<file path="config.mk">
export PLATFORM = sky130hd
export DESIGN_NAME = bijective_base26_converter_unit_flat
export DESIGN_NICKNAME = d
export VERILOG_FILES = /design/src/rtl/b26_pkg.sv /design/src/rtl/b26_if.sv /design/src/rtl/b26_sub_unit.sv /design/src/rtl/bijective_base26_converter_unit.sv /design/src/flat_wrapper.sv
export SDC_FILE = /design/constraint.sdc
export NUM_CORES = 1
export LEC_CHECK = 0
export BUFFER_PORTS_ARGS = -buffer_cell sky130_fd_sc_hd__buf_2
export CAP_MARGIN = 30
export CORE_UTILIZATION = 40
export CTS_CLUSTER_DIAMETER = 200
export CTS_CLUSTER_SIZE = 40
export DETAILED_ROUTE_END_ITERATION = 10
export GPL_ROUTABILITY_DRIVEN = 0
export SLEW_MARGIN = 10
export SYNTH_ARGS = -nofsm -noshare
export SYNTH_HDL_FRONTEND = slang
export SYNTH_SLANG_ARGS = --single-unit
</file>
<file path="constraint.sdc">
create_clock -name clk_i -period 10.04 [get_ports clk_i]
set_input_delay 1.004 -clock clk_i [delete_from_list [all_inputs] [get_ports clk_i]]
set_output_delay 1.004 -clock clk_i [all_outputs]
set_load 0.05 [all_outputs]
</file>
<file path="src/rtl/b26_pkg.sv">
// package: types, constants and power table of the base-26 converter
`default_nettype none

package b26_pkg;

  localparam int unsigned NUM_W           = 62;
  localparam int unsigned LET_W           = 5;
  localparam int unsigned CNT_W           = 4;
  localparam int unsigned DIG_BITS        = 5;
  localparam int unsigned SH_W            = 3;
  localparam int unsigned WIDE_W          = NUM_W + DIG_BITS - 1;
  localparam int unsigned MAX_LETTERS_DEF = 13;
  localparam int unsigned POW_DEPTH       = 14;

  typedef logic [NUM_W-1:0]  num_t;
  typedef logic [LET_W-1:0]  let_t;
  typedef logic [CNT_W-1:0]  cnt_t;
  typedef logic [SH_W-1:0]   sh_t;
  typedef logic [WIDE_W-1:0] wide_t;

  localparam let_t LET_Z  = let_t'(25);
  localparam sh_t  SH_TOP = sh_t'(DIG_BITS - 1);

  localparam logic CMD_NUMBER  = 1'b0;
  localparam logic CMD_LETTER  = 1'b1;
  localparam logic KIND_LETTER = 1'b0;
  localparam logic KIND_NUMBER = 1'b1;

  typedef enum logic [2:0] {
    ST_IDLE,
    ST_LEN,
    ST_DIG,
    ST_EMIT_LET,
    ST_EMIT_NUM,
    ST_EMIT_EMPTY
  } st_e;

  // result of the shared compare-subtract unit
  typedef struct packed {
    logic ge;
    num_t diff;
  } sub_res_t;

  typedef num_t pow_tab_t [POW_DEPTH];

  function automatic pow_tab_t pow26_tab();
    pow_tab_t t;
    t[0] = num_t'(1);
    for (int i = 1; i < POW_DEPTH; i++) begin
      t[i] = num_t'(t[i-1] * num_t'(26));
    end
    return t;
  endfunction

  localparam pow_tab_t POW26 = pow26_tab();

  // largest value that m letters can spell: m Z's
  function automatic num_t max_value(int unsigned m);
    num_t s;
    s = '0;
    for (int unsigned i = 1; i <= m; i++) begin
      s = s + POW26[i];
    end
    return s;
  endfunction

endpackage

`default_nettype wire

</file>
<file path="src/rtl/b26_if.sv">
// handshake interfaces for input words and result words
`default_nettype none

interface b26_in_if;
  logic             valid;
  logic             ready;
  logic             command;
  b26_pkg::num_t    number;
  b26_pkg::let_t    letter;
  logic             final_letter;

  modport source (output valid, command, number, letter, final_letter, input ready);
  modport sink   (input valid, command, number, letter, final_letter, output ready);
endinterface

interface b26_out_if;
  logic             valid;
  logic             ready;
  logic             kind;
  b26_pkg::let_t    out_letter;
  logic             empty_res;
  b26_pkg::num_t    out_number;
  logic             overflow;
  logic             last;

  modport source (output valid, kind, out_letter, empty_res, out_number, overflow, last,
                  input ready);
  modport sink   (input valid, kind, out_letter, empty_res, out_number, overflow, last,
                  output ready);
endinterface

`default_nettype wire

</file>
<file path="src/rtl/b26_sub_unit.sv">
// shared compare-subtract unit: a against p shifted left by sh
`default_nettype none

module b26_sub_unit (
  input  b26_pkg::num_t     a_i,
  input  b26_pkg::num_t     p_i,
  input  b26_pkg::sh_t      sh_i,
  output b26_pkg::sub_res_t res_o
);

  b26_pkg::wide_t a_wide;
  b26_pkg::wide_t b_wide;

  assign a_wide = b26_pkg::wide_t'(a_i);
  assign b_wide = b26_pkg::wide_t'(p_i) << sh_i;

  assign res_o.ge   = (a_wide >= b_wide);
  // only meaningful when ge is set, then b fits in the number width
  assign res_o.diff = a_i - b_wide[b26_pkg::NUM_W-1:0];

endmodule

`default_nettype wire

</file>
<file path="src/rtl/bijective_base26_converter_unit.sv">
// top level: bijective base-26 number/letter converter
// letter word: taken while idle; a final letter's number goes via ST_EMIT_NUM to the output
// number word of n letters: a power search in ST_LEN, then per letter 5 restoring steps in
//   ST_DIG and an emit in ST_EMIT_LET; search and steps share the one subtractor
// no new word during a number conversion; non-final letters stream one per cycle, a final one
//   holds the input in ST_EMIT_NUM until its result is loaded
// reset (async, active low) clears the sequencer state, the output valid and the string state
`default_nettype none

module bijective_base26_converter_unit #(
  parameter int unsigned MAX_LETTERS = b26_pkg::MAX_LETTERS_DEF
) (
  input  wire         clk_i,
  input  wire         rst_ni,
  b26_in_if.sink      in_i,
  b26_out_if.source   out_o
);

  localparam b26_pkg::num_t MaxVal = b26_pkg::max_value(MAX_LETTERS);
  localparam b26_pkg::cnt_t MaxCnt = b26_pkg::cnt_t'(MAX_LETTERS);

  b26_pkg::st_e     st_q, st_d;
  b26_pkg::cnt_t    k_q, k_d;
  b26_pkg::sh_t     sh_q, sh_d;
  b26_pkg::let_t    dig_q, dig_d;
  b26_pkg::num_t    n_q, n_d;
  logic             ovf_q, ovf_d;
  b26_pkg::num_t    acc_q, acc_d;
  b26_pkg::cnt_t    cnt_q, cnt_d;
  logic             long_q, long_d;

  logic             ov_q, ov_d;
  logic             o_kind_q, o_kind_d;
  b26_pkg::let_t    o_let_q, o_let_d;
  logic             o_empty_q, o_empty_d;
  b26_pkg::num_t    o_num_q, o_num_d;
  logic             o_ovf_q, o_ovf_d;
  logic             o_last_q, o_last_d;

  logic             in_acc;
  logic             slot_free;
  logic             cnt_full;
  b26_pkg::let_t    let_sat;
  b26_pkg::num_t    acc_next;
  b26_pkg::sh_t     unit_sh;
  b26_pkg::sub_res_t sr;

  assign in_i.ready = (st_q == b26_pkg::ST_IDLE);
  assign in_acc     = in_i.valid && in_i.ready;
  assign slot_free  = !ov_q || out_o.ready;
  assign cnt_full   = (cnt_q >= MaxCnt);
  assign let_sat    = (in_i.letter > b26_pkg::LET_Z) ? b26_pkg::LET_Z : in_i.letter;
  // acc*26 as shifts and adds
  assign acc_next   = (acc_q << 4) + (acc_q << 3) + (acc_q << 1)
                    + b26_pkg::num_t'(let_sat) + b26_pkg::num_t'(1);

  assign unit_sh = (st_q == b26_pkg::ST_DIG) ? sh_q : '0;

  b26_sub_unit u_sub (
    .a_i   (n_q),
    .p_i   (b26_pkg::POW26[k_q]),
    .sh_i  (unit_sh),
    .res_o (sr)
  );

  // next state
  always_comb begin
    st_d = st_q;
    unique case (st_q)
      b26_pkg::ST_IDLE: begin
        if (in_acc) begin
          if (in_i.command == b26_pkg::CMD_NUMBER) begin
            st_d = (in_i.number == '0) ? b26_pkg::ST_EMIT_EMPTY : b26_pkg::ST_LEN;
          end else if (in_i.final_letter) begin
            st_d = b26_pkg::ST_EMIT_NUM;
          end
        end
      end
      b26_pkg::ST_LEN: begin
        if (k_q == MaxCnt || !sr.ge) begin
          st_d = b26_pkg::ST_DIG;
        end
      end
      b26_pkg::ST_DIG: begin
        if (sh_q == '0) begin
          st_d = b26_pkg::ST_EMIT_LET;
        end
      end
      b26_pkg::ST_EMIT_LET: begin
        if (slot_free) begin
          st_d = (k_q == '0) ? b26_pkg::ST_IDLE : b26_pkg::ST_DIG;
        end
      end
      b26_pkg::ST_EMIT_NUM, b26_pkg::ST_EMIT_EMPTY: begin
        if (slot_free) begin
          st_d = b26_pkg::ST_IDLE;
        end
      end
      default: st_d = b26_pkg::ST_IDLE;
    endcase
  end

  // sequencer datapath and string state
  always_comb begin
    k_d    = k_q;
    sh_d   = sh_q;
    dig_d  = dig_q;
    n_d    = n_q;
    ovf_d  = ovf_q;
    acc_d  = acc_q;
    cnt_d  = cnt_q;
    long_d = long_q;
    unique case (st_q)
      b26_pkg::ST_IDLE: begin
        if (in_acc) begin
          if (in_i.command == b26_pkg::CMD_NUMBER) begin
            ovf_d = (in_i.number > MaxVal);
            n_d   = ovf_d ? MaxVal : in_i.number;
            k_d   = '0;
          end else begin
            if (cnt_full) begin
              long_d = 1'b1;
            end else begin
              acc_d = acc_next;
              cnt_d = cnt_q + b26_pkg::cnt_t'(1);
            end
            if (in_i.final_letter) begin
              ovf_d  = long_d;
              n_d    = long_d ? '0 : acc_d;
              acc_d  = '0;
              cnt_d  = '0;
              long_d = 1'b0;
            end
          end
        end
      end
      b26_pkg::ST_LEN: begin
        if (k_q == MaxCnt || !sr.ge) begin
          // k now holds the letter count; step to the top digit's power
          k_d   = k_q - b26_pkg::cnt_t'(1);
          sh_d  = b26_pkg::SH_TOP;
          dig_d = '0;
        end else begin
          n_d = sr.diff;
          k_d = k_q + b26_pkg::cnt_t'(1);
        end
      end
      b26_pkg::ST_DIG: begin
        if (sr.ge) begin
          n_d   = sr.diff;
          dig_d = dig_q | (b26_pkg::let_t'(1) << sh_q);
        end
        if (sh_q != '0) begin
          sh_d = sh_q - b26_pkg::sh_t'(1);
        end
      end
      b26_pkg::ST_EMIT_LET: begin
        if (slot_free && k_q != '0) begin
          k_d   = k_q - b26_pkg::cnt_t'(1);
          sh_d  = b26_pkg::SH_TOP;
          dig_d = '0;
        end
      end
      b26_pkg::ST_EMIT_NUM, b26_pkg::ST_EMIT_EMPTY: begin
      end
      default: begin
      end
    endcase
  end

  // output register
  always_comb begin
    ov_d      = ov_q && !out_o.ready;
    o_kind_d  = o_kind_q;
    o_let_d   = o_let_q;
    o_empty_d = o_empty_q;
    o_num_d   = o_num_q;
    o_ovf_d   = o_ovf_q;
    o_last_d  = o_last_q;
    if (slot_free) begin
      unique case (st_q)
        b26_pkg::ST_EMIT_LET: begin
          ov_d      = 1'b1;
          o_kind_d  = b26_pkg::KIND_LETTER;
          o_let_d   = (dig_q > b26_pkg::LET_Z) ? b26_pkg::LET_Z : dig_q;
          o_empty_d = 1'b0;
          o_num_d   = '0;
          o_ovf_d   = ovf_q;
          o_last_d  = (k_q == '0);
        end
        b26_pkg::ST_EMIT_NUM: begin
          ov_d      = 1'b1;
          o_kind_d  = b26_pkg::KIND_NUMBER;
          o_let_d   = '0;
          o_empty_d = 1'b0;
          o_num_d   = n_q;
          o_ovf_d   = ovf_q;
          o_last_d  = 1'b1;
        end
        b26_pkg::ST_EMIT_EMPTY: begin
          ov_d      = 1'b1;
          o_kind_d  = b26_pkg::KIND_LETTER;
          o_let_d   = '0;
          o_empty_d = 1'b1;
          o_num_d   = '0;
          o_ovf_d   = 1'b0;
          o_last_d  = 1'b1;
        end
        b26_pkg::ST_IDLE, b26_pkg::ST_LEN, b26_pkg::ST_DIG: begin
        end
        default: begin
        end
      endcase
    end
  end

  always_ff @(posedge clk_i or negedge rst_ni) begin
    if (!rst_ni) begin
      st_q   <= b26_pkg::ST_IDLE;
      ov_q   <= 1'b0;
      acc_q  <= '0;
      cnt_q  <= '0;
      long_q <= 1'b0;
    end else begin
      st_q   <= st_d;
      ov_q   <= ov_d;
      acc_q  <= acc_d;
      cnt_q  <= cnt_d;
      long_q <= long_d;
    end
  end

  always_ff @(posedge clk_i) begin
    k_q       <= k_d;
    sh_q      <= sh_d;
    dig_q     <= dig_d;
    n_q       <= n_d;
    ovf_q     <= ovf_d;
    o_kind_q  <= o_kind_d;
    o_let_q   <= o_let_d;
    o_empty_q <= o_empty_d;
    o_num_q   <= o_num_d;
    o_ovf_q   <= o_ovf_d;
    o_last_q  <= o_last_d;
  end

  assign out_o.valid      = ov_q;
  assign out_o.kind       = o_kind_q;
  assign out_o.out_letter = o_let_q;
  assign out_o.empty_res  = o_empty_q;
  assign out_o.out_number = o_num_q;
  assign out_o.overflow   = o_ovf_q;
  assign out_o.last       = o_last_q;

endmodule

`default_nettype wire

</file>
<file path="src/flat_wrapper.sv">
// flat-port wrapper written by rule: the top's interface ports become plain ports
module bijective_base26_converter_unit_flat 
#(
  parameter int unsigned MAX_LETTERS = b26_pkg::MAX_LETTERS_DEF
)
  (clk_i, rst_ni, in_i_valid, in_i_command, in_i_number, in_i_letter, in_i_final_letter, in_i_ready, out_o_valid, out_o_kind, out_o_out_letter, out_o_empty_res, out_o_out_number, out_o_overflow, out_o_last, out_o_ready);
  b26_in_if in_i_i ();
  b26_out_if out_o_i ();
  input  wire clk_i;
  input  wire rst_ni;
  input wire logic [$bits(in_i_i.valid)-1:0] in_i_valid;
  input wire logic [$bits(in_i_i.command)-1:0] in_i_command;
  input wire logic [$bits(in_i_i.number)-1:0] in_i_number;
  input wire logic [$bits(in_i_i.letter)-1:0] in_i_letter;
  input wire logic [$bits(in_i_i.final_letter)-1:0] in_i_final_letter;
  output wire logic [$bits(in_i_i.ready)-1:0] in_i_ready;
  output wire logic [$bits(out_o_i.valid)-1:0] out_o_valid;
  output wire logic [$bits(out_o_i.kind)-1:0] out_o_kind;
  output wire logic [$bits(out_o_i.out_letter)-1:0] out_o_out_letter;
  output wire logic [$bits(out_o_i.empty_res)-1:0] out_o_empty_res;
  output wire logic [$bits(out_o_i.out_number)-1:0] out_o_out_number;
  output wire logic [$bits(out_o_i.overflow)-1:0] out_o_overflow;
  output wire logic [$bits(out_o_i.last)-1:0] out_o_last;
  input wire logic [$bits(out_o_i.ready)-1:0] out_o_ready;
  assign in_i_i.valid = in_i_valid;
  assign in_i_i.command = in_i_command;
  assign in_i_i.number = in_i_number;
  assign in_i_i.letter = in_i_letter;
  assign in_i_i.final_letter = in_i_final_letter;
  assign in_i_ready = in_i_i.ready;
  assign out_o_valid = out_o_i.valid;
  assign out_o_kind = out_o_i.kind;
  assign out_o_out_letter = out_o_i.out_letter;
  assign out_o_empty_res = out_o_i.empty_res;
  assign out_o_out_number = out_o_i.out_number;
  assign out_o_overflow = out_o_i.overflow;
  assign out_o_last = out_o_i.last;
  assign out_o_i.ready = out_o_ready;
  bijective_base26_converter_unit #(.MAX_LETTERS(MAX_LETTERS)) u_core (.clk_i(clk_i), .rst_ni(rst_ni), .in_i(in_i_i), .out_o(out_o_i));
endmodule
</file>
==> results.cfg <==
[timing]
finalMaxSlewViolations = 0
finalSetupViolCount = 0
timing.final.crit_period_ns = 7.45
slew_at_the_pin_closest_to_its_max_slew_limit_ns = 1.00
final_worst_setup_slack_ns = 2.59
min_period_over_period_pct = 74.2
totalNegativeSetupSlack_ns = 0
clock.fmax_ghz = 0.134
fin_worst_skew_ns = 0.0487
unrepaired_setup_endpoints_after_global_routing = no
final-hold-violation-count = 0
relSlewSlack_pct = 33.0

[critical_path]
worstSetupStartpointType = flip-flop
cpPeakStageDelay_ns = 0.81
cp_slowest_cell = nor2_2
path_delay_family = compound AO/OA/AOI/OAI gates
timing.rr.start = u_core.st_q[0]
r2r-end = u_core.n_q[59]
worst_setup_path_end_kind = flip-flop
worst_ep_required_time_ns = 10.21
critical_path_peak_fanout = 62
timing_worst_setup_path_type = flip-flop to flip-flop
crit_buf_inv = 2
worstPathCellList = nor2_1, nand2_1, nor2_2, buf_4, a21boi_0, a211oi_1, nand2_1, o21ai_0, mux2i_1, ha_1, a21oi_1, o21ai_0, o21ai_0, o31ai_2, nor2_1, o311ai_1, and2_1, nand3_1, a311oi_4, buf_4
crit_arrival_ns = 7.62
crit_path_frequent_cell = o21ai_0
r2r_cells = 20
reg2reg_setup_slack_ns = 2.59

[logic_synthesis]
synth.lib_cells_used.distinct = 79
edff_count_synth = 146
dominantRegCellSynth = edfxtp_1
syn_area_per_cell_um2 = 8.59
synth.yosys.seq_area_share_pct = 28.9
asyncSetResetFlopFracSynth_pct = 32.4
number_of_warnings_printed_during_yosys_synthesis = 0
postSynthNetCount = 2812
synth_register_bits = 216
synthesis.instances = 2476
synthesis.area_um2 = 21300

[floorplan]
std_cell_rows = 84
placeableCoreArea_um2 = 52600
fp.dieH_um = 233
fp.dieW_um = 233
boundary_pin_count = 146
fp.dieArea_um2 = 54100
floorplan.initialDensity_pct = 40.5

[drt]
postRouteWirelength_um = 69500
ant_nets = 0
drt_drc_violations_left = 0
dr.first_iter.drc_count = 1982
detail_route.first_pass.iterations = 6
routed_via_density = 6.14
vias = 19600
routedWlPerCell_um = 21.8

[grt]
global_route_usage_sum_pct = 25.4
vias_in_the_first_global_route = 18500
grt_pass1_wl_um = 107000
antenna_violations_before_repair = 3
grt_max_degree = 64
global_route.overflow_total = 0

[cts]
cts_setup_buffers = 0
ctsHtreeMaxLevel = 1
clk_root_buffer_cell = clkbuf_16
cts-root-to-sink-buffers = 3
post_cts_hold_buffer_count = 0
ctsResizeCount = 0
clk_latency_ns = 0.53
cts-buffers-inserted = 9
tritoncts_num_sinks = 216
path_clk_slew_ns = 0.15
tritoncts_clock_tree = yes

[job]
maxCapViolCount = 0

[placement]
port_buffers = 145
hpwl_reported_at_the_end_of_detailed_placement_um = 55600
place_ws_ns = 2.86

[finish]
layout-drive-gt1-share_pct = 8.62
net_total_in_the_final_layout = 2840
area_growth_pct = 7.35
layout.core_utilization_pct = 43.4

[hold_path]
hold_path_class = input port to asynchronous set/reset pin

[run_status]
status = completed
## cell usage after synthesis, types with 7 or more instances
library cell  number  area, um^2
a41oi_1            7        61.3
o21ai_0          197         986
edfxtp_1         146        4380
o21a_1            14         105
dfrtp_1           70        1750
o211ai_1          21         158
a211oi_1          26         195
xor2_1            56         490
buf_1             11        41.3
o21bai_1          29         218
a22o_1            43         377
ha_1             202        2530
and3_1            20         125
mux2i_1           48         480
nor3_1            49         245
a221oi_1          28         245
clkbuf_1         143         537
nor2b_1           19         119
a21o_1            62         465
nand4_1           42         263
nand2_1          242         908
a22oi_1            9        67.6
nand3_1           53         265
nand2b_1          22         138
nor4_1            15        93.8
o22ai_1           11        68.8
a21boi_0          12        90.1
fa_1              61        1220
or3_1             12        75.1
a21oi_1          267        1340
inv_1             54         203
nor2_1           195         732
and2_1            81         507
a31oi_1           33         206
xnor2_1           70         613
## state kept, by name, indices dropped and copies added (netlist names), 3 cells and up
name / cells
u_core.acc_q: 61
u_core.cnt_q: 4
u_core.dig_q: 5
u_core.k_q: 4
u_core.n_q: 62
u_core.out_o.out_letter: 5
u_core.out_o.out_number: 62
u_core.sh_q: 3
u_core.st_q: 3
## per-layer routing
metal	GRT usage [%]	vias to the layer above	wire length, um
met5	0	-	0
met1	35.0	9371	30000
met3	3.80	145	5840
li1	-	9197	-
met4	9.40	0	2670
met2	40.0	905	31100
## cell families after synthesis
family	share of synthesized area, %
buffers and inverters	3.69
muxes	2.37
adders and majority gates	17.6
AOI/OAI and AO/OA	25.1
DFF	28.9
xor gates and xnor gates	5.19
and+or+nand+nor	17.2
## per-stage QoR
stage          hold slack [ns]  std cells  area (um^2)
3_5_place_dp             0.530       3177        22500
2_1_floorplan            0.486       2476        21300
3_3_place_gp             0.519       3177        22500
4_1_cts                  0.283       3190        22800
5_1_grt                  0.287       3195        22800
6_report                 0.299       3195        22800
## how the worst max path moves through the flow
stage                   startpoint              to  slack (ns)  depth (start not counted)
floorplan            u_core.k_q[2]   u_core.n_q[0]        0.21                         24
global placement    u_core.st_q[1]  u_core.n_q[32]        3.04                         19
detailed placement  u_core.st_q[0]  u_core.n_q[50]        2.86                         20
CTS                 u_core.st_q[0]  u_core.n_q[21]        2.81                         20
global route        u_core.st_q[1]  u_core.n_q[21]        2.20                         19
finish              u_core.st_q[0]  u_core.n_q[59]        2.59                         20
## placed cells by master (no fill, tap or decap), types with 19 or more instances in the layout
cell type / n
nor2b_1: 19
buf_4: 23
buf_2: 145
nor3_1: 49
a211oi_1: 26
a31oi_1: 33
nand2b_1: 22
o211ai_1: 21
nand4_1: 42
fa_1: 61
o21ai_0: 197
nor2_1: 188
dfrtp_1: 70
nand2_1: 241
xnor2_1: 70
nand3_1: 53
and2_1: 80
mux2i_1: 48
a221oi_1: 28
and3_1: 20
a22o_1: 43
inv_1: 54
xor2_1: 56
a21o_1: 62
o21bai_1: 29
ha_1: 202
a21oi_1: 267
edfxtp_1: 146
## layout make-up
class                      count  area [um^2]
antenna                        1         2.50
timing repair buffer         171          946
tap                          688          861
clock inverter                 1         30.0
inverter                      55          206
multi-input combinational   2051        14400
clock buffer                  12          236
sequential                   216         6140
fill                        5182        29700
Power is not shown: default switching activity piles up to over one toggle a cycle in this logic, so the estimate is an artifact.
